--- config.mk ---
export PLATFORM = sky130hd
export DESIGN_NAME = pce_sqdiv
export DESIGN_NICKNAME = d
export VERILOG_FILES = /design/src/rtl/pce_pkg.sv /design/src/rtl/pce_sqdiv.sv
export SDC_FILE = /design/constraint.sdc
export NUM_CORES = 1
export LEC_CHECK = 0
export BUFFER_PORTS_ARGS = -buffer_cell sky130_fd_sc_hd__buf_2
export CAP_MARGIN = 10
export CELL_PAD_IN_SITES_DETAIL_PLACEMENT = 1
export CELL_PAD_IN_SITES_GLOBAL_PLACEMENT = 1
export CORE_MARGIN = 4
export CORE_UTILIZATION = 47
export CTS_CLUSTER_SIZE = 30
export DETAILED_ROUTE_END_ITERATION = 7
export GPL_ROUTABILITY_DRIVEN = 0
export PLACE_DENSITY = 0.89
export SLEW_MARGIN = 20
export SYNTH_ARGS = -nofsm -noshare
export SYNTH_HDL_FRONTEND = slang
export SYNTH_SLANG_ARGS = --single-unit
--- constraint.sdc ---
create_clock -name clock -period 8.2 [get_ports clock]
set_input_delay 1.64 -clock clock [delete_from_list [all_inputs] [get_ports clock]]
set_output_delay 1.64 -clock clock [all_outputs]
set_load 0.02 [all_outputs]
--- src/rtl/pce_pkg.sv ---
// Package for the point charge Coulomb energy unit.
// Types, constants and state codes shared by the store, the sqrt/divide unit and the top level.
package pce_pkg;

   localparam int MAX_POINTS = 256;
   localparam int IDX_W      = $clog2(MAX_POINTS);
   localparam int CNT_W      = $clog2(MAX_POINTS + 1);

   localparam int CHG_W = 24;
   localparam int POS_W = 32;
   localparam int ACC_W = 64;
   localparam int SUM_W = 66;   // exact sum of three squared distances
   localparam int DVD_W = 56;   // |qa*qb| << 8
   localparam int DSR_W = 33;   // floor(sqrt(S))
   localparam int REM_W = 36;
   localparam int SQRT_STEPS = SUM_W / 2;
   localparam int DIV_STEPS  = DVD_W;
   localparam int STEP_W     = $clog2(DIV_STEPS + 1);

   localparam logic [1:0] CSR_FIELD_X = 2'd0;
   localparam logic [1:0] CSR_FIELD_Y = 2'd1;
   localparam logic [1:0] CSR_FIELD_Z = 2'd2;

   localparam logic [2:0] SLOT_NN = 3'd0;
   localparam logic [2:0] SLOT_EE = 3'd1;
   localparam logic [2:0] SLOT_NE = 3'd2;
   localparam logic [2:0] SLOT_NF = 3'd3;
   localparam logic [2:0] SLOT_EF = 3'd4;
   localparam int NUM_SLOTS = 5;

   typedef struct packed {
      logic signed [CHG_W-1:0] charge;
      logic signed [POS_W-1:0] pos_x;
      logic signed [POS_W-1:0] pos_y;
      logic signed [POS_W-1:0] pos_z;
      logic                    grp;
   } entry_type;

   typedef enum logic [0:0] {
      MODE_SQRT,
      MODE_DIV
   } sd_mode_type;

   typedef struct packed {
      logic        start;
      sd_mode_type mode;
   } sd_ctl_type;

   typedef enum logic [1:0] {
      PH_LIKE,
      PH_MIX,
      PH_FIELD
   } phase_type;

   typedef enum logic [4:0] {
      S_IDLE,
      S_RDA,
      S_LDA,
      S_RDB,
      S_LDB,
      S_SQX,
      S_SQY,
      S_SQZ,
      S_QQ,
      S_CHK,
      S_SQRT,
      S_DIV,
      S_PACC,
      S_FX,
      S_FY,
      S_FZ,
      S_FD,
      S_FM0,
      S_FM1,
      S_FM2,
      S_FACC,
      S_OUT
   } state_type;

endpackage

--- src/rtl/pce_sqdiv.sv ---
// Bit-serial integer square root and restoring divider sharing one subtractor.
// Depends on pce_pkg.
module pce_sqdiv import pce_pkg::*; (
   input  logic             clock,
   input  logic             reset,
   input  sd_ctl_type       ctl,
   input  logic [SUM_W-1:0] radicand,
   input  logic [DVD_W-1:0] dividend,
   input  logic [DSR_W-1:0] divisor,
   output logic             done,
   output logic [DVD_W-1:0] result
);

   logic              run_ff, run_in;
   logic              done_ff, done_in;
   sd_mode_type       mode_ff, mode_in;
   logic [STEP_W-1:0] cnt_ff, cnt_in;
   logic [SUM_W-1:0]  sh_ff, sh_in;
   logic [REM_W-1:0]  rem_ff, rem_in;
   logic [DVD_W-1:0]  q_ff, q_in;
   logic [DSR_W-1:0]  d_ff, d_in;

   logic [REM_W-1:0]  rem_sh;
   logic [REM_W-1:0]  trial;
   logic [REM_W:0]    diff;
   logic              last_step;

   always_comb begin
      if (mode_ff == MODE_SQRT) begin
         rem_sh    = {rem_ff[REM_W-3:0], sh_ff[SUM_W-1 -: 2]};
         trial     = {q_ff[REM_W-3:0], 2'b01};
         last_step = (cnt_ff == STEP_W'(SQRT_STEPS - 1));
      end else begin
         rem_sh    = {rem_ff[REM_W-2:0], sh_ff[SUM_W-1]};
         trial     = {{(REM_W-DSR_W){1'b0}}, d_ff};
         last_step = (cnt_ff == STEP_W'(DIV_STEPS - 1));
      end
      diff = {1'b0, rem_sh} - {1'b0, trial};
   end

   always_comb begin
      run_in  = run_ff;
      done_in = 1'b0;
      mode_in = mode_ff;
      cnt_in  = cnt_ff;
      sh_in   = sh_ff;
      rem_in  = rem_ff;
      q_in    = q_ff;
      d_in    = d_ff;
      if (ctl.start) begin
         run_in  = 1'b1;
         mode_in = ctl.mode;
         cnt_in  = '0;
         rem_in  = '0;
         q_in    = '0;
         d_in    = divisor;
         if (ctl.mode == MODE_SQRT) begin
            sh_in = radicand;
         end else begin
            sh_in = {dividend, {(SUM_W-DVD_W){1'b0}}};
         end
      end else if (run_ff) begin
         if (diff[REM_W]) begin
            rem_in = rem_sh;
            q_in   = {q_ff[DVD_W-2:0], 1'b0};
         end else begin
            rem_in = diff[REM_W-1:0];
            q_in   = {q_ff[DVD_W-2:0], 1'b1};
         end
         if (mode_ff == MODE_SQRT) begin
            sh_in = {sh_ff[SUM_W-3:0], 2'b00};
         end else begin
            sh_in = {sh_ff[SUM_W-2:0], 1'b0};
         end
         cnt_in = cnt_ff + STEP_W'(1);
         if (last_step) begin
            run_in  = 1'b0;
            done_in = 1'b1;
         end
      end
   end

   always_ff @(posedge clock) begin
      if (reset) begin
         run_ff  <= 1'b0;
         done_ff <= 1'b0;
      end else begin
         run_ff  <= run_in;
         done_ff <= done_in;
      end
      mode_ff <= mode_in;
      cnt_ff  <= cnt_in;
      sh_ff   <= sh_in;
      rem_ff  <= rem_in;
      q_ff    <= q_in;
      d_ff    <= d_in;
   end

   assign done   = done_ff;
   assign result = q_ff;

endmodule

* After elaboration in Yosys (flattened, before gate mapping)
Index checks and enable logic that the tools add are counted.
** Storage, ports and cells
- Bits in registers :: 199
- Latch bits :: 0
- RAM bits :: 0
- Bits in read-only memories :: 0
- Output and inout port bits :: 57
- Logic and storage cells :: 28
- Memories kept :: 0
** Cells by class
- Add/sub/neg operators :: 2
- Multiply operators :: 0
- Div/mod/pow operators :: 0
- Order comparisons :: 0
- Equality and inequality tests :: 2
- Shifts and indexed selects :: 0
- Mux-type cells :: 13
- Bitwise gates (word level) :: 1
- Reduce and logical (&&, ||, !) cells :: 2
** Operators with widths (number)
- 2-to-1 mux 66 bit :: 4
- 2-to-1 mux 36 bit :: 2
- subtractor 36 x 36 -> 37 bit :: 1
- 2-to-1 mux 35 bit :: 1
- equality test 6 bit (second input constant) :: 2
- adder 6 x 1 -> 6 bit (second input constant) :: 1
- 2-to-1 mux 1 bit :: 6
- OR reduction 3 bit :: 1
- nonzero test 2 bit :: 1
- inverter 1 bit :: 1

* Longest topological paths before layout
Gate-level depths: netlist of the first run.
- Word-level depth :: 5
- Gate-level depth with buffers :: 18

* Worst setup path after synthesis of the first run
No wires, ideal clock.
- Path type :: register -> register
- Start point :: reg mode_ff
- End point :: reg rem_ff[1]
- Library setup time :: 0.117 ns
- Arrival :: 3.999 ns
- Setup slack :: 4.084 ns
- Stages on the path, launching flop included :: 16
- Cell sequence :: edfxtp_1 -> clkbuf_1 -> clkbuf_1 -> clkbuf_1 -> buf_1 -> mux2i_1 -> ha_1 -> buf_2 -> a21o_1 -> a21o_1 -> a21oi_1 -> o21ai_1 -> a221o_1 -> a21oi_2 -> mux2_2 -> a22o_1
** Between the ends
- Longest elaborated chain between the ends :: 3
** Ends and longest elaborated chain
- from (decl) :: RTL line pce_sqdiv.sv:16 : sd_mode_type mode_ff, mode_in;
- from (signal assigned) :: RTL line pce_sqdiv.sv:91 : mode_ff <= mode_in;
- 2-to-1 mux 36 bit :: RTL line pce_sqdiv.sv:29 : if (mode_ff == MODE_SQRT) begin
- subtractor 36 x 36 -> 37 bit :: RTL line pce_sqdiv.sv:38 : diff = {1'b0, rem_sh} - {1'b0, trial};
- 2-to-1 mux 35 bit * :: RTL line pce_sqdiv.sv:63 : if (diff[REM_W]) begin
- to (signal assigned) :: RTL line pce_sqdiv.sv:94 : rem_ff <= rem_in;
- to (decl) :: RTL line pce_sqdiv.sv:19 : logic [REM_W-1:0] rem_ff, rem_in;
Every way passes the cells marked *; elsewhere a longest branch is shown, timed or not.
A chain may end at the register's enable or synchronous reset.

* Final worst setup path of the first run
Ends and elaborated chain as after synthesis.

==> results of run 1 <==
[worst max path at each step]
stage                     startpoint   endpoint  slack [ns]  cells past startpoint
after detailed placement     mode_ff  rem_ff[1]        3.56                     12
after CTS                    mode_ff  rem_ff[1]        3.44                     12
after floorplan              mode_ff  rem_ff[1]        4.08                     15
after global routing         mode_ff  rem_ff[1]        3.20                     12
final                        mode_ff  rem_ff[1]        3.37                     12
after global placement       mode_ff  rem_ff[1]        3.67                     12
[stage by stage]
stage / cells / power [mW] / util / setup slack (ns)
after floorplan: 1141 / 2.477 / - / 4.084
after global placement: 1607 / 2.702 / 0.5359 / 3.665
final: 1640 / 3.680 / 0.5607 / 3.369
after global routing: 1640 / 3.900 / 0.5607 / 3.195
after CTS: 1639 / 3.679 / 0.5606 / 3.442
after detailed placement: 1607 / 2.778 / 0.5359 / 3.556
[flip-flops by register name (all words and copies together), names as in the netlist]
| register | flops |
|---|---|
| run_ff | 1 |
| d_ff | 33 |
| cnt_ff | 6 |
| rem_ff | 35 |
| result | 56 |
| sh_ff | 66 |
| done | 1 |
| mode_ff | 1 |
[synth_stat cells, drive strengths merged, types with 14 or more instances]
master / instances / share of area
ha: 37 / 0.040
xnor2: 19 / 0.014
dfxtp: 99 / 0.17
a21oi: 100 / 0.044
nand2: 52 / 0.017
a211oi: 83 / 0.054
mux2i: 174 / 0.15
nor2b: 60 / 0.033
buf: 24 / 0.011
o21ai: 32 / 0.015
edfxtp: 100 / 0.26
inv: 14 / 0.0046
clkbuf: 53 / 0.017
nor2: 111 / 0.036
mux2: 36 / 0.035
[where the power goes]
group          switching, mW  total, mW  internal, mW
combinational          0.926       1.58         0.655
clock                  0.425      0.860         0.435
sequential            0.0775       1.24          1.16
total                   1.43       3.68          2.25
[cells in the final DEF (no fill, tap or decap), types with 5 or more instances in the layout]
master / n
a211oi_1: 83
a21o_1: 11
a21oi_1: 99
a31oi_1: 9
and2_1: 8
and3_1: 6
buf_2: 213
buf_4: 10
clkbuf_16: 17
dfxtp_1: 98
edfxtp_1: 100
ha_1: 37
inv_1: 13
mux2_2: 36
mux2i_1: 174
nand2_1: 52
nand2b_1: 8
nand3_1: 10
nand4_1: 8
nor2_1: 111
nor2b_1: 60
nor3_1: 7
nor3b_1: 5
o211ai_1: 5
o21a_1: 8
o21ai_0: 24
o21ai_1: 7
xnor2_1: 19
xor2_1: 12
[routing by layer]
metal  vias up  track usage  wire [um]
met1      4603       0.2965      13820
met4         0       0.1002        912
met2       257       0.4100      16550
met5         -            0          0
li1       4561            -          -
met3        64      0.03918       1481
[cell families (layout without fill, tap and decap cells)]
group,count (synthesis),after routing,share of synthesized area
simple gates,293,293,0.1247
flops,199,199,0.4334
compound gates,279,279,0.1564
fa+ha+maj,38,38,0.04199
other cells,0,1,0
mux,210,210,0.1867
buf+inv,91,270,0.03318
xor+xnor,31,31,0.02361
[final cells by class]
| cell class | instances | area (um^2) | share of cell area |
|---|---|---|---|
| clock buffer | 18 | 429.2 | 0.03222 |
| sequential | 199 | 4989 | 0.3746 |
| timing repair buffer | 224 | 1155 | 0.08672 |
| multi-input combinational | 851 | 6135 | 0.4606 |
| tap | 319 | 399.1 | 0.02997 |
| antenna | 1 | 2.502 | 0.0001879 |
| inverter | 14 | 52.55 | 0.003946 |
| clock inverter | 14 | 156.4 | 0.01174 |
[worst max-delay path, stage by stage, from the launching register on]
cell and delay (ns):
edfxtp_1 0.35, buf_4 0.39, buf_4 0.60, mux2_2 0.42, ha_1 0.38, a211oi_1 0.29, o21a_1 0.27, a211o_1 0.25
and3_4 0.22, o21ai_4 0.08, a21oi_2 0.77, mux2_2 0.42, a22o_1 0.19
==> results.sh, run 1 <==
export IMPL_setup_worst_path_class="flip-flop to flip-flop"
export IMPL_drc=0
export IMPL_crit_required_ns=8.54
export IMPL_fin_nets=1504
export IMPL_grt_overflow_total=0
export IMPL_rows=56
export IMPL_power_static_leakage_nw=5.645
export IMPL_outcome="finished, final reports clean"
export IMPL_synthArstFlopShare=0
export IMPL_rrSetupSlack_ns=3.37
export IMPL_setup_viol_count_final=0
export IMPL_worst_setup_path_start_kind="flip-flop"
export IMPL_nFillCells=2677
export IMPL_antenna_left=0
export IMPL_drv_slew=0
export IMPL_drt_iter0_drc=675
export IMPL_arrival_ns=5.17
export IMPL_post_cts_buffers=0
export IMPL_final_hold_viol_count=0
export IMPL_synthFlopType="edfxtp_1"
export IMPL_cts_resized=0
export IMPL_rsz0062_at_grt="false"
export IMPL_synth_avg_cell_area_um2=10.08
export IMPL_io_pins=216
export IMPL_grt_usage=0.2379
export IMPL_drt_wirelength_per_cell_um=19.98
export IMPL_start_util=0.4842
export IMPL_cts_tree="built"
export IMPL_setup_worst_path_end_class="flip-flop"
export IMPL_dr_pass1_iters=7
export IMPL_grt_max_degree=98
export IMPL_ys_seq_elements=199
export IMPL_syn_nets=1338
export IMPL_design_area_um2=13320
export IMPL_cts_sinks=199
export IMPL_antenna_found_initial=1
export IMPL_maxCapViolations=0
export IMPL_yosys_warnings=0
export IMPL_synth_edf_count=100
export IMPL_min_from="rem_ff[5]"
export IMPL_timing_final_crit_period_ns=4.831
export IMPL_dp_hpwl_um=22150
export IMPL_vias=9485
export IMPL_dieArea_um2=27040
export IMPL_worst_slew_pin_slew_ns=0.9458
export IMPL_synthCells=1141
export IMPL_die_w_um=164.4
export IMPL_htree_levels=4
export IMPL_whs_ns=0.5096
export IMPL_viasPerCell=5.784
export IMPL_numCtsBuffers=17
export IMPL_finalCritPeriodShare=0.5891
export IMPL_seq_area_frac_synth=0.4334
export IMPL_hold_path_class="flip-flop to flip-flop"
export IMPL_reg2reg_from="mode_ff"
export IMPL_layout_drive_gt1_share=0.2250
export IMPL_totalWireLength_um=32770
export IMPL_clkLatencyLatePin_ns=0.45
export IMPL_port_buffers=215
export IMPL_root_buffer="clkbuf_16"
export IMPL_worstPathMaxFanout=41
export IMPL_hold_end="rem_ff[5]"
export IMPL_min_path_cells=2
export IMPL_fin_tns_setup_ns=0
export IMPL_ir_drop_mv=0.1818
export IMPL_p_per_area_nw_per_um2=276.3
export IMPL_r2r_end="rem_ff[1]"
export IMPL_fin_skew_ns=0.01341
export IMPL_clockBufferDepth=2
export IMPL_fmax_ghz=0.2070
export IMPL_cts_hold_buf=0
export IMPL_grt_pass1_vias=10090
export IMPL_grt_pass1_wl_um=51670
export IMPL_die_y_um=164.4
export IMPL_coreArea_um2=23750
export IMPL_clk_pin_slew_worst_paths_ns=0.08
export IMPL_syn_cell_area_um2=11500
export IMPL_rr_worst_depth=12
export IMPL_syn2layout_area_growth_pct=15.80
export IMPL_ys_types=63
export IMPL_post_dp_cell_area_um2=12730
export IMPL_relSlewSlack=0.3695
Power figures use the tool's default switching activity.
==> run 2: changes to the inputs <==
--- a/config.mk
+++ b/config.mk
@@ -10,11 +10,11 @@
 export CELL_PAD_IN_SITES_DETAIL_PLACEMENT = 1
 export CELL_PAD_IN_SITES_GLOBAL_PLACEMENT = 1
 export CORE_MARGIN = 4
-export CORE_UTILIZATION = 47
+export CORE_UTILIZATION = 39
 export CTS_CLUSTER_SIZE = 30
 export DETAILED_ROUTE_END_ITERATION = 7
 export GPL_ROUTABILITY_DRIVEN = 0
-export PLACE_DENSITY = 0.89
+export PLACE_DENSITY = 0.8
 export SLEW_MARGIN = 20
 export SYNTH_ARGS = -nofsm -noshare
 export SYNTH_HDL_FRONTEND = slang
==> constraint.sdc (replaced) <==
create_clock -name clock -period 3.95 [get_ports clock]
set_input_delay 0.79 -clock clock [delete_from_list [all_inputs] [get_ports clock]]
set_output_delay 0.79 -clock clock [all_outputs]
set_load 0.02 [all_outputs]
==> results.sh, run 2 (same netlist as run 1, synthesis figures left out) <==
export IMPL_pwr_share_clk=0.228
export IMPL_place_ws_ns=0.3475
export IMPL_syn2layout_area_growth_pct=17.23
export IMPL_setup_worst_path_end_class="flip-flop"
export IMPL_grt_pass1_wl_um=50250
export IMPL_setup_worst_path_class="flip-flop to flip-flop"
export IMPL_min_from="cnt_ff[5]"
export IMPL_rsz0062_at_grt="false"
export IMPL_start_util=0.3975
export IMPL_die_w_um=179.7
export IMPL_fin_cells=1713
export IMPL_hold_end="cnt_ff[5]"
export IMPL_htree_levels=4
export IMPL_rrSetupSlack_ns=0.27
export IMPL_largest_register_ffs=66
export IMPL_cts_hold_buf=0
export IMPL_multi_input_area_um2=6135
export IMPL_timing_final_crit_period_ns=3.684
export IMPL_layout_common_cells="buf_2, mux2i_1, nor2_1"
export IMPL_combPwrFrac=0.437
export IMPL_clkLatencyLatePin_ns=0.44
export IMPL_maxCapViolations=0
export IMPL_rr_worst_depth=11
export IMPL_dp_hpwl_um=22330
export IMPL_dp_cells=1680
export IMPL_ir_drop_mv=0.5116
export IMPL_relSlewSlack=0.4220
export IMPL_cts_resized=0
export IMPL_numCtsBuffers=17
export IMPL_clockBufferDepth=2
export IMPL_reg2reg_from="mode_ff"
export IMPL_p_seq_frac=0.335
export IMPL_post_cts_buffers=0
export IMPL_antenna_found_initial=1
export IMPL_outcome="finished, final reports clean"
export IMPL_power_static_leakage_nw=5.680
export IMPL_root_buffer="clkbuf_16"
export IMPL_viasPerCell=5.485
export IMPL_grt_pass1_vias=9698
export IMPL_cts_sinks=199
export IMPL_drc=0
export IMPL_fin_tns_setup_ns=0
export IMPL_setup_viol_count_final=0
export IMPL_arrival_ns=4.00
export IMPL_die_y_um=179.7
export IMPL_whs_ns=0.5068
export IMPL_worstPathMaxFanout=32
export IMPL_grt_max_degree=122
export IMPL_power_switching_mw=2.836
export IMPL_r2r_end="rem_ff[33]"
export IMPL_grt_overflow_total=0
export IMPL_nFillCells=3293
export IMPL_min_path_cells=2
export IMPL_clk_pin_slew_worst_paths_ns=0.07
export IMPL_antenna_left=0
export IMPL_drt_wirelength_per_cell_um=17.87
export IMPL_total_power_mw=7.642
export IMPL_worst_setup_path_start_kind="flip-flop"
export IMPL_fmax_ghz=0.2715
export IMPL_grt_usage=0.1850
export IMPL_hold_path_class="flip-flop to flip-flop"
export IMPL_port_buffers=215
export IMPL_power_internal_mw=4.806
export IMPL_drv_slew=0
export IMPL_regArea_um2=4989
export IMPL_cts_tree="built"
export IMPL_rows=62
export IMPL_vias=9395
export IMPL_layout_commonest_cell="buf_2"
export IMPL_dieArea_um2=32300
export IMPL_final_hold_viol_count=0
export IMPL_coreArea_um2=28940
export IMPL_finalCritPeriodShare=0.9325
export IMPL_totalWireLength_um=30610
export IMPL_drt_iter0_drc=462
export IMPL_setup_ws_ns=0.2665
export IMPL_dr_pass1_iters=5
export IMPL_fin_skew_ns=0.01275
export IMPL_p_per_area_nw_per_um2=566.8
export IMPL_crit_required_ns=4.27
export IMPL_fin_nets=1512
export IMPL_layout_drive_gt1_share=0.2259
export IMPL_registers_top_by_ff_count="sh_ff"
export IMPL_io_pins=216
export IMPL_worst_slew_pin_slew_ns=0.8670
export IMPL_power_switching_fraction=0.3711
run 2: cell count changes in the layout (fill, tap and decap cells not counted), sizes merged:
cell and change:
clkinvlp +1, buf +8, clkbuf +3, bufinv +1, clkinv +1, inv -6
run 2: worst max-delay path by stage:
stage | start | to | slack [ns] | depth (start not counted)
2_1_floorplan | mode_ff | rem_ff[1] | 0.05 | 15
3_5_place_dp | mode_ff | rem_ff[12] | 0.35 | 12
5_1_grt | mode_ff | rem_ff[33] | 0.08 | 11
4_1_cts | mode_ff | rem_ff[33] | 0.28 | 11
6_report | mode_ff | rem_ff[33] | 0.27 | 11
3_3_place_gp | mode_ff | rem_ff[33] | 0.39 | 11
run 2: worst max-delay path, cell delays in order, from the launching register on:
cell      delay (ns)
edfxtp_1        0.52
buf_12          0.27
mux2_2          0.38
ha_1            0.43
a21o_1          0.27
a21boi_0        0.40
o22ai_1         0.20
nor3_1          0.24
nand4b_1        0.21
and3_1          0.21
a311oi_1        0.31
o21ai_1         0.11
run 2: stage by stage:
| step | instance area, um^2 | util |
|---|---|---|
| 6_report | 13480 | 0.4660 |
| 5_1_grt | 13480 | 0.4660 |
| 4_1_cts | 13480 | 0.4658 |
| 3_5_place_dp | 12910 | 0.4461 |
| 3_3_place_gp | 12910 | 0.4461 |
| 2_1_floorplan | 11500 | - |
run 2: per-layer routing:
metal | global-route usage | vias up | wire length (um) | share of wire
li1 | - | 4579 | - | -
met1 | 0.2429 | 4570 | 14010 | 0.46
met2 | 0.3152 | 213 | 14900 | 0.49
met3 | 0.03759 | 33 | 1317 | 0.043
met4 | 0.04389 | 0 | 376 | 0.012
met5 | 0 | - | 0 | 0
run 2: final cells by class:
| class | instances | area share |
|---|---|---|
| clock buffer | 21 | 0.03267 |
| tap | 384 | 0.03563 |
| sequential | 199 | 0.3700 |
| antenna | 1 | 0.0001856 |
| clock inverter | 11 | 0.009465 |
| inverter | 14 | 0.003898 |
| timing repair buffer | 232 | 0.09317 |
| multi-input combinational | 851 | 0.4550 |
run 2: power groups by stage:
| stage | logic [mW] | registers [mW] | clock network, mW |
|---|---|---|---|
| after floorplan | 2.60 | 2.54 | 0 |
| after global placement | 3.18 | 2.59 | 0 |
| after detailed placement | 3.28 | 2.60 | 0 |
| after CTS | 3.33 | 2.56 | 1.78 |
| after global routing | 3.65 | 2.59 | 1.87 |
| final | 3.34 | 2.56 | 1.74 |
==> run 3: changes to the inputs <==
--- a/config.mk
+++ b/config.mk
@@ -5,6 +5,7 @@
 export SDC_FILE = /design/constraint.sdc
 export NUM_CORES = 1
 export LEC_CHECK = 0
+export ABC_AREA = 0
 export BUFFER_PORTS_ARGS = -buffer_cell sky130_fd_sc_hd__buf_2
 export CAP_MARGIN = 10
 export CELL_PAD_IN_SITES_DETAIL_PLACEMENT = 1
@@ -15,6 +16,7 @@
 export DETAILED_ROUTE_END_ITERATION = 7
 export GPL_ROUTABILITY_DRIVEN = 0
 export PLACE_DENSITY = 0.8
+export RECOVER_POWER = 100
 export SLEW_MARGIN = 20
 export SYNTH_ARGS = -nofsm -noshare
 export SYNTH_HDL_FRONTEND = slang
==> results.sh, run 3 (same netlist as run 1, synthesis figures left out) <==
export IMPL_outcome="finished, violations left"
export IMPL_violations="capacitance limit, slew limit"
export IMPL_final_util=0.4620
export IMPL_worst_slew_pin_slew_ns=2.249
export IMPL_grt_overflow_total=0
export IMPL_fin_tns_setup_ns=0
export IMPL_timing_final_crit_period_ns=3.713
export IMPL_start_util=0.3975
export IMPL_setup_ws_ns=0.2369
export IMPL_ir_drop_mv=0.4916
export IMPL_power_static_leakage_nw=5.415
export IMPL_startpoint="mode_ff"
export IMPL_p_seq_frac=0.337
export IMPL_whs_ns=0.5067
export IMPL_rows=62
export IMPL_relSlewSlack=-0.4994
export IMPL_finalCritPeriodShare=0.9400
export IMPL_grt_pass1_wl_um=50250
export IMPL_layout_drive_gt1_share=0.1792
export IMPL_largest_register_ffs=66
export IMPL_crit_required_ns=4.25
export IMPL_layout_commonest_cell="mux2i_1"
export IMPL_root_buffer="clkbuf_16"
export IMPL_dieArea_um2=32300
export IMPL_grt_usage=0.1850
export IMPL_antenna_left=0
export IMPL_power_switching_mw=2.828
export IMPL_viasPerCell=5.459
export IMPL_place_ws_ns=0.3475
export IMPL_post_dp_cell_area_um2=12910
export IMPL_worst_setup_path_start_kind="flip-flop"
export IMPL_fin_skew_ns=0.01150
export IMPL_post_cts_buffers=0
export IMPL_clk_pin_slew_worst_paths_ns=0.07
export IMPL_arrival_ns=4.02
export IMPL_power_internal_mw=4.768
export IMPL_clockBufferDepth=2
export IMPL_power_switching_fraction=0.3723
export IMPL_crit_end="rem_ff[22]"
export IMPL_clkLatencyLatePin_ns=0.44
export IMPL_design_area_um2=13370
export IMPL_vias=9352
export IMPL_rrSetupSlack_ns=0.24
export IMPL_p_per_area_nw_per_um2=568.2
export IMPL_r2r_end="rem_ff[22]"
export IMPL_cts_sinks=199
export IMPL_registers_top_by_ff_count="sh_ff"
export IMPL_pwr_share_clk=0.228
export IMPL_combPwrFrac=0.434
export IMPL_htree_levels=4
export IMPL_total_power_mw=7.595
export IMPL_cts_tree="built"
export IMPL_rr_worst_depth=12
export IMPL_dr_pass1_iters=6
export IMPL_fin_nets=1512
export IMPL_totalWireLength_um=30590
export IMPL_io_pins=216
export IMPL_cts_resized=0
export IMPL_fmax_ghz=0.2693
export IMPL_grt_pass1_vias=9698
export IMPL_numCtsBuffers=17
export IMPL_syn2layout_area_growth_pct=16.23
export IMPL_rsz0062_at_grt="false"
export IMPL_fin_cells=1713
export IMPL_setup_worst_path_class="flip-flop to flip-flop"
export IMPL_maxCapViolations=4
export IMPL_drc=0
export IMPL_drt_iter0_drc=478
export IMPL_dp_hpwl_um=22330
export IMPL_setup_worst_path_end_class="flip-flop"
export IMPL_worstPathMaxFanout=37
export IMPL_die_y_um=179.7
export IMPL_grt_max_degree=122
export IMPL_drt_wirelength_per_cell_um=17.86
export IMPL_cts_hold_buf=0
export IMPL_hold_path_class="flip-flop to flip-flop"
export IMPL_final_hold_viol_count=0
export IMPL_antenna_found_initial=1
export IMPL_layout_common_cells="mux2i_1, buf_2, nor2_1"
export IMPL_drv_slew=291
export IMPL_dp_cells=1680
export IMPL_setup_viol_count_final=0
export IMPL_coreArea_um2=28940
export IMPL_die_w_um=179.7
export IMPL_reg2reg_from="mode_ff"
export IMPL_port_buffers=215
run 3: worst max-delay path, cell delays in order, from the launching register on:
cell and delay, ns:
edfxtp_1 0.52, buf_12 0.29, mux2_1 0.39, ha_1 0.42, a21o_1 0.22, a21o_1 0.17, a21oi_1 0.20, o21ai_1 0.13
a221o_1 0.37, a21o_1 0.18, buf_6 0.21, mux2i_1 0.16, a211oi_1 0.30
run 3: worst min path at each step:
stage	startpoint	end	slack, ns	cells past startpoint
6_report	cnt_ff[5]	cnt_ff[5]	0.51	2
4_1_cts	divisor[30]	d_ff[30]	0.50	1
5_1_grt	divisor[30]	d_ff[30]	0.49	1
3_5_place_dp	result[55]	result[55]	0.49	2
2_1_floorplan	rem_ff[14]	rem_ff[14]	0.45	1
3_3_place_gp	cnt_ff[5]	cnt_ff[5]	0.47	2
run 3: layer usage:
metal / vias to the layer above / global-route usage / part of all wire
met4: 0 / 0.04389 / 0.012
met2: 220 / 0.3152 / 0.49
met3: 34 / 0.03759 / 0.046
li1: 4582 / - / -
met1: 4516 / 0.2429 / 0.46
met5: - / 0 / 0
run 3: area by class of cell:
cell class | count | area, um^2
Fill cell | 3302 | 15570
Multi-Input combinational cell | 851 | 6135
Sequential cell | 199 | 4985
Timing Repair Buffer | 232 | 1145
Tap cell | 384 | 480.5
Clock buffer | 21 | 440.4
Clock inverter | 11 | 127.6
Inverter | 14 | 52.55
Antenna cell | 1 | 2.502
run 3: power groups by stage:
stage | combinational, mW | clock (mW) | sequential, mW
after floorplan | 2.60 | 0 | 2.54
after global placement | 3.18 | 0 | 2.59
after detailed placement | 3.28 | 0 | 2.60
after CTS | 3.33 | 1.78 | 2.56
after global routing | 3.61 | 1.87 | 2.59
final | 3.30 | 1.73 | 2.56
